[src/hdl/nec_ir_pkg.sv]
package nec_ir_pkg;

    localparam int WIDTH_W = 14;
    localparam int BYTE_W  = 8;
    localparam int TICK_W  = 4;
    localparam int WORD_W  = 32;

    localparam logic [WIDTH_W-1:0] ZERO_LO = 14'd300;
    localparam logic [WIDTH_W-1:0] ZERO_HI = 14'd800;
    localparam logic [WIDTH_W-1:0] ONE_LO  = 14'd1400;
    localparam logic [WIDTH_W-1:0] ONE_HI  = 14'd1800;
    localparam logic [WIDTH_W-1:0] REP_LO  = 14'd2200;
    localparam logic [WIDTH_W-1:0] REP_HI  = 14'd2600;
    localparam logic [WIDTH_W-1:0] LEAD_LO = 14'd4200;
    localparam logic [WIDTH_W-1:0] LEAD_HI = 14'd4700;

    localparam logic [TICK_W-1:0] TICK_LIMIT = 4'd14;

    localparam logic [BYTE_W-1:0] PRIMARY_RESET   = 8'h00;
    localparam logic [BYTE_W-1:0] ALTERNATE_RESET = 8'h08;

    typedef enum logic [1:0] {
        FUNC_RISE = 2'd0,
        FUNC_FALL = 2'd1,
        FUNC_TICK = 2'd2,
        FUNC_SCAN = 2'd3
    } func_t;

    typedef enum logic {
        REG_PRIMARY   = 1'b0,
        REG_ALTERNATE = 1'b1
    } cfg_reg_t;

    typedef struct packed {
        logic zero_bit;
        logic one_bit;
        logic repeat_code;
        logic leader;
    } width_class_t;

endpackage

[src/hdl/nec_ir_width_class.sv]
module nec_ir_width_class (
    input  logic [nec_ir_pkg::WIDTH_W-1:0] pulse_width,
    output nec_ir_pkg::width_class_t       width_class
);
    import nec_ir_pkg::*;

    // Every window is open at both ends.
    always_comb begin
        width_class.zero_bit    = (pulse_width > ZERO_LO) && (pulse_width < ZERO_HI);
        width_class.one_bit     = (pulse_width > ONE_LO)  && (pulse_width < ONE_HI);
        width_class.repeat_code = (pulse_width > REP_LO)  && (pulse_width < REP_HI);
        width_class.leader      = (pulse_width > LEAD_LO) && (pulse_width < LEAD_HI);
    end

endmodule

[src/hdl/nec_ir_frame_decoder.sv]
// NEC infrared frame decoder driven by edge, tick and scan events. Every accepted
// event yields exactly one result beat carrying the key code (nonzero only on a
// valid scan), the repeat count and the receiving flag as they stand after the
// event. One event is accepted per clock cycle while s_ready is high; its result
// is registered in a two-entry output stage (result register plus skid register)
// that lets the input keep accepting while one result waits, so s_ready drops
// only when both entries are full. The user must write addresses through the
// configuration port only while the block is idle; the block does not enforce it.
module nec_ir_frame_decoder (
    input  logic                           aclk,
    input  logic                           aresetn,
    input  logic                           cfg_we,
    input  logic                           cfg_index,
    input  logic [nec_ir_pkg::BYTE_W-1:0]  cfg_data,
    input  logic                           s_valid,
    output logic                           s_ready,
    input  logic [1:0]                     s_func,
    input  logic [nec_ir_pkg::WIDTH_W-1:0] s_pulse_width,
    output logic                           m_valid,
    input  logic                           m_ready,
    output logic [nec_ir_pkg::BYTE_W-1:0]  m_key_code,
    output logic [nec_ir_pkg::BYTE_W-1:0]  m_repeat_count,
    output logic                           m_receiving
);
    import nec_ir_pkg::*;

    logic [BYTE_W-1:0] primary_reg;
    logic [BYTE_W-1:0] alternate_reg;

    logic              frame_active_reg, frame_active_next;
    logic              data_ready_reg,   data_ready_next;
    logic              high_seen_reg,    high_seen_next;
    logic [TICK_W-1:0] tick_count_reg,   tick_count_next;
    logic [WORD_W-1:0] shift_word_reg,   shift_word_next;
    logic [BYTE_W-1:0] repeats_reg,      repeats_next;
    logic [BYTE_W-1:0] key_next;

    logic              out_valid_reg;
    logic [BYTE_W-1:0] out_key_reg;
    logic [BYTE_W-1:0] out_rep_reg;
    logic              out_recv_reg;
    logic              skid_valid_reg;
    logic [BYTE_W-1:0] skid_key_reg;
    logic [BYTE_W-1:0] skid_rep_reg;
    logic              skid_recv_reg;

    width_class_t      width_class;
    func_t             func;
    logic              accept;
    logic              pop;
    logic [BYTE_W-1:0] addr, addr_n, cmd, cmd_n;
    logic [BYTE_W-1:0] scan_result;

    nec_ir_width_class u_width_class (
        .pulse_width (s_pulse_width),
        .width_class (width_class)
    );

    assign func    = func_t'(s_func);
    assign accept  = s_valid && s_ready;
    assign pop     = out_valid_reg && m_ready;
    assign s_ready = !skid_valid_reg;

    assign m_valid        = out_valid_reg;
    assign m_key_code     = out_key_reg;
    assign m_repeat_count = out_rep_reg;
    assign m_receiving    = out_recv_reg;

    assign addr   = shift_word_reg[31:24];
    assign addr_n = shift_word_reg[23:16];
    assign cmd    = shift_word_reg[15:8];
    assign cmd_n  = shift_word_reg[7:0];

    always_comb begin
        scan_result = '0;
        if ((addr == ~addr_n) && ((addr == primary_reg) || (addr == alternate_reg))
            && (cmd == ~cmd_n)) begin
            scan_result = cmd;
        end
    end

    always_comb begin
        frame_active_next = frame_active_reg;
        data_ready_next   = data_ready_reg;
        high_seen_next    = high_seen_reg;
        tick_count_next   = tick_count_reg;
        shift_word_next   = shift_word_reg;
        repeats_next      = repeats_reg;
        key_next          = '0;
        unique case (func)
            FUNC_RISE: begin
                high_seen_next = 1'b1;
            end
            FUNC_FALL: begin
                high_seen_next = 1'b0;
                if (high_seen_reg) begin
                    if (frame_active_reg) begin
                        if (width_class.zero_bit) begin
                            shift_word_next = {shift_word_reg[WORD_W-2:0], 1'b0};
                        end else if (width_class.one_bit) begin
                            shift_word_next = {shift_word_reg[WORD_W-2:0], 1'b1};
                        end else if (width_class.repeat_code) begin
                            repeats_next    = repeats_reg + 8'd1;
                            tick_count_next = '0;
                        end
                    end else if (width_class.leader) begin
                        frame_active_next = 1'b1;
                        repeats_next      = '0;
                    end
                end
            end
            FUNC_TICK: begin
                if (frame_active_reg) begin
                    high_seen_next = 1'b0;
                    if (tick_count_reg == '0) begin
                        data_ready_next = 1'b1;
                    end
                    if (tick_count_reg < TICK_LIMIT) begin
                        tick_count_next = tick_count_reg + 4'd1;
                    end else begin
                        frame_active_next = 1'b0;
                        tick_count_next   = '0;
                    end
                end
            end
            FUNC_SCAN: begin
                if (data_ready_reg) begin
                    key_next = scan_result;
                    if ((scan_result == '0) || !frame_active_reg) begin
                        data_ready_next = 1'b0;
                        repeats_next    = '0;
                    end
                end
            end
            default: begin
                high_seen_next = high_seen_reg;
            end
        endcase
    end

    always_ff @(posedge aclk) begin
        if (!aresetn) begin
            primary_reg      <= PRIMARY_RESET;
            alternate_reg    <= ALTERNATE_RESET;
            frame_active_reg <= 1'b0;
            data_ready_reg   <= 1'b0;
            high_seen_reg    <= 1'b0;
            tick_count_reg   <= '0;
            shift_word_reg   <= '0;
            repeats_reg      <= '0;
        end else begin
            if (cfg_we) begin
                unique case (cfg_reg_t'(cfg_index))
                    REG_PRIMARY:   primary_reg   <= cfg_data;
                    REG_ALTERNATE: alternate_reg <= cfg_data;
                    default:       primary_reg   <= primary_reg;
                endcase
            end
            if (accept) begin
                frame_active_reg <= frame_active_next;
                data_ready_reg   <= data_ready_next;
                high_seen_reg    <= high_seen_next;
                tick_count_reg   <= tick_count_next;
                shift_word_reg   <= shift_word_next;
                repeats_reg      <= repeats_next;
            end
        end
    end

    // A new beat goes to the result register when it is free or being drained,
    // otherwise it parks in the skid register until the result register empties.
    always_ff @(posedge aclk) begin
        if (!aresetn) begin
            out_valid_reg  <= 1'b0;
            skid_valid_reg <= 1'b0;
        end else if (skid_valid_reg) begin
            if (pop) begin
                out_valid_reg  <= 1'b1;
                skid_valid_reg <= 1'b0;
            end
        end else if (accept) begin
            if (!out_valid_reg || pop) begin
                out_valid_reg <= 1'b1;
            end else begin
                skid_valid_reg <= 1'b1;
            end
        end else if (pop) begin
            out_valid_reg <= 1'b0;
        end
    end

    always_ff @(posedge aclk) begin
        if (skid_valid_reg) begin
            if (pop) begin
                out_key_reg  <= skid_key_reg;
                out_rep_reg  <= skid_rep_reg;
                out_recv_reg <= skid_recv_reg;
            end
        end else if (accept) begin
            if (!out_valid_reg || pop) begin
                out_key_reg  <= key_next;
                out_rep_reg  <= repeats_next;
                out_recv_reg <= frame_active_next;
            end else begin
                skid_key_reg  <= key_next;
                skid_rep_reg  <= repeats_next;
                skid_recv_reg <= frame_active_next;
            end
        end
    end

`ifndef SYNTHESIS
    a_skid_needs_out: assert property (@(posedge aclk) disable iff (!aresetn)
        skid_valid_reg |-> out_valid_reg)
        else $error("skid register holds a beat while the result register is empty");

    a_tick_bound: assert property (@(posedge aclk) disable iff (!aresetn)
        tick_count_reg <= TICK_LIMIT)
        else $error("tick count passed its limit");

    a_frame_start_clears_repeats: assert property (@(posedge aclk) disable iff (!aresetn)
        $rose(frame_active_reg) |-> (repeats_reg == '0))
        else $error("frame started with a nonzero repeat count");

    a_rise_arms: assert property (@(posedge aclk) disable iff (!aresetn)
        (accept && (func == FUNC_RISE)) |=> high_seen_reg)
        else $error("rising edge event did not arm the high-level flag");

    a_scan_idle_key: assert property (@(posedge aclk) disable iff (!aresetn)
        (accept && (func == FUNC_SCAN) && !data_ready_reg) |-> (key_next == '0))
        else $error("scan without data ready produced a key code");
`endif

endmodule

[config.mk]
export PLATFORM = sky130hd
export DESIGN_NAME = nec_ir_frame_decoder
export DESIGN_NICKNAME = d
export VERILOG_FILES = /design/src/hdl/nec_ir_pkg.sv /design/src/hdl/nec_ir_width_class.sv /design/src/hdl/nec_ir_frame_decoder.sv
export SDC_FILE = /design/constraint.sdc
export NUM_CORES = 1
export LEC_CHECK = 0
export BUFFER_PORTS_ARGS = -buffer_cell sky130_fd_sc_hd__buf_4
export CORE_MARGIN = 10
export CORE_UTILIZATION = 60
export CTS_CLUSTER_DIAMETER = 60
export CTS_CLUSTER_SIZE = 16
export DETAILED_ROUTE_END_ITERATION = 10
export PLACE_DENSITY_LB_ADDON = 0.08
export SYNTH_ARGS = -nofsm -noshare
export SYNTH_HDL_FRONTEND = slang
export SYNTH_SLANG_ARGS = --single-unit
[constraint.sdc]
create_clock -name aclk -period 5.6 [get_ports aclk]
set_clock_uncertainty 0.1 [all_clocks]
set_input_delay 1.12 -clock aclk [delete_from_list [all_inputs] [get_ports aclk]]
set_output_delay 1.12 -clock aclk [all_outputs]
set_load 0.03 [all_outputs]
==> qor.yml <==
clocking:
  post_cts_buffers: 0
  clock_path_buffers: 2
  post_cts_resized: 0
  hold_buffers: 0
  clock-root-buffer: "clkbuf_8"
  cts_tree: "built"
  htreeDepth: 3
  clk_latency_ns: 0.38
  numClockSinks: 99
  numCtsBuffers: 9
  clkSlewWorstSetupHoldPaths_ns: 0.09
setup_path:
  cp_top_family: "compound AO/OA/AOI/OAI gates"
  critPathLaunchType: "input port"
  cp_max_fo: 13
  end_kind: "flip-flop"
  worstPathArrival_ns: 3.12
  cpPeakStageDelay_ns: 0.75
  crit_chain: "buf_4 -> nor2b_1 -> a21oi_1 -> a21oi_1 -> buf_4"
  crit_slowest_cell: "a21oi_1"
  critPathBufInv: 2
  critical_path_class: "input port to flip-flop"
  worstPathRequired_ns: 5.58
routing:
  drc: 0
  wl_per_cell_um: 16.0
  totalWireLength_mm: 10.5
  first_iter_violations: 225
  ant_nets: 0
  firstDrtPassIters: 5
  vias: 3806
  via_per_inst: 5.83
sta:
  finalSetupViolCount: 0
  setup_tns_ns: 0
  timing.final.crit_share_pct: 56.0
  fmax_mhz: 319
  finalHoldViolCount: 0
  maxSlewViolCount: 0
  min_period_ns: 3.14
  worstMarginPinSlew_ns: 0.927
  slew_headroom_pct: 38.1
  rsz0062_at_grt: "no"
  holdWs_ns: 0.371
yosys:
  ys_types: 64
  synth-simple-area-share_pct: 18.2
  synth.yosys.seq_area_share_pct: 46.8
  syn_inst: 509
  synth_fa_ha_area_share_pct: 1.51
  async_flop_share_pct: 0
  ys_ff_latch: 99
  yosysWarnings: 0
  synthXorXnorAreaFrac_pct: 5.65
  synth.area.mux_share_pct: 9.49
  synthFlopType: "dfxtp_1"
  synth_compound_area_share_pct: 14.6
  synth_top_family_by_area: "simple AND/OR/NAND/NOR gates"
  syn_area_um2: 4960
  synth.avg_cell_area_um2: 9.74
  synth_fp_nets: 545
  synth-edff-count: 34
layout:
  layout-drive-gt1-share_pct: 16.2
  layout_common_cells: "85 x nand2_1, 65 x dfxtp_1, 50 x buf_4, 35 x mux2i_1, 34 x edfxtp_1"
  largest_register_ff_count: 32
  layout_commonest_cell: "nand2_1"
  final_util_pct: 68.0
  nets: 579
  diodes: 0
  area_delta_synth_final_pct: 11.6
status:
  status: "finished clean"
global_routing:
  grt_pass1_vias: 3640
  grt_max_degree: 41
  grt_pass1_wl_mm: 17.7
  antenna_found_initial: 0
  grt_overflow: 0
  track_usage_pct: 16.8
floorplan:
  die_x_um: 111
  chipHeight_um: 111
  core_um2: 8130
  start_util_pct: 61.0
  pin_count: 49
  dieArea_um2: 12300
  rows: 33
place:
  portBuffers: 48
  dp_hpwl_mm: 7.70
  routabilityCongestion: 0.849
job:
  cap_violations: 0
power:
  ir_drop_v: 0.000163
  p_leak_nw: 2.01
  power.density_nw_per_um2: 246
worst_hold_path:
  hp-class: "flip-flop to flip-flop"
worst register-to-register path: cells and delay by family, from the launching register on:
kind | cells | cell delay (ns)
and+or+nand+nor | 1 | 0.77
AOI/OAI and AO/OA | 2 | 0.85
DFF | 1 | 0.44
buffers and inverters | 1 | 0.32
metrics by stage:
step	power (W)	setup WS (ns)	std cells	cell area, um^2
detailed placement	0.000946	2.08	637	5360
finish	0.00136	2.46	653	5530
global placement	0.000942	2.22	637	5360
floorplan	0.000888	2.48	509	4960
global route	0.00142	2.29	653	5530
CTS	0.00137	2.47	653	5530
metal layers:
metal	share of wire [%]	GRT usage, %
met3	4.5	3.57
met5	0	0
met2	46	25.9
met4	1.3	6.42
met1	48	22.5
logic make-up (layout without fill, tap and decap cells):
group	count (synthesis)	after routing
buffers and inverters	45	84
AOI/OAI and AO/OA	98	98
and+or+nand+nor	184	184
adders and majority gates	6	6
muxes	45	45
xor gates and xnor gates	32	32
DFF	99	99
where the power goes:
group	leakage [nW]	internal, W	switching, W
registers	0.837	0.000765	0.0000134
clock network	0.0902	0.000174	0.000259
logic	1.09	0.0000562	0.0000952
worst paths after layout:
| check | from | endpoint | slack, ns | cells past startpoint |
|---|---|---|---|---|
| worst max-delay path | s_valid | m_key_code[0]$_DFFE_PP_ | 2.46 | 5 |
| worst min-delay path | primary_reg[3]$_SDFFE_PN0P_ | primary_reg[3]$_SDFFE_PN0P_ | 0.37 | 2 |
| worst max register to register | skid_valid_reg$_SDFF_PN0_ | m_key_code[0]$_DFFE_PP_ | 2.83 | 4 |
| worst min register to register | primary_reg[3]$_SDFFE_PN0P_ | primary_reg[3]$_SDFFE_PN0P_ | 0.37 | 2 |
cells in the mapped netlist, types with 9 or more instances:
master     n  area [um^2]
nand2_1   85          319
dfxtp_1   65         1300
mux2i_1   35          350
edfxtp_1  34         1020
a21oi_1   33          165
nor2_1    22         82.6
clkbuf_1  19         71.3
inv_1     18         67.6
nand3_1   17         85.1
nor4_1    17          106
xnor2_1   16          140
xor2_1    16          140
o21ai_0   12         60.1
and2_1    11         68.8
a31oi_1    9         56.3
area by class of cell:
type | instances | area (um^2)
multi-input cells | 365 | 2460
clock inverters | 5 | 42.5
clock buffers | 11 | 135
fillers | 660 | 2600
inverters | 18 | 67.6
flip-flops and latches | 99 | 2320
well taps | 105 | 131
repair buffers | 50 | 375
Power figures use the tool's default switching activity.
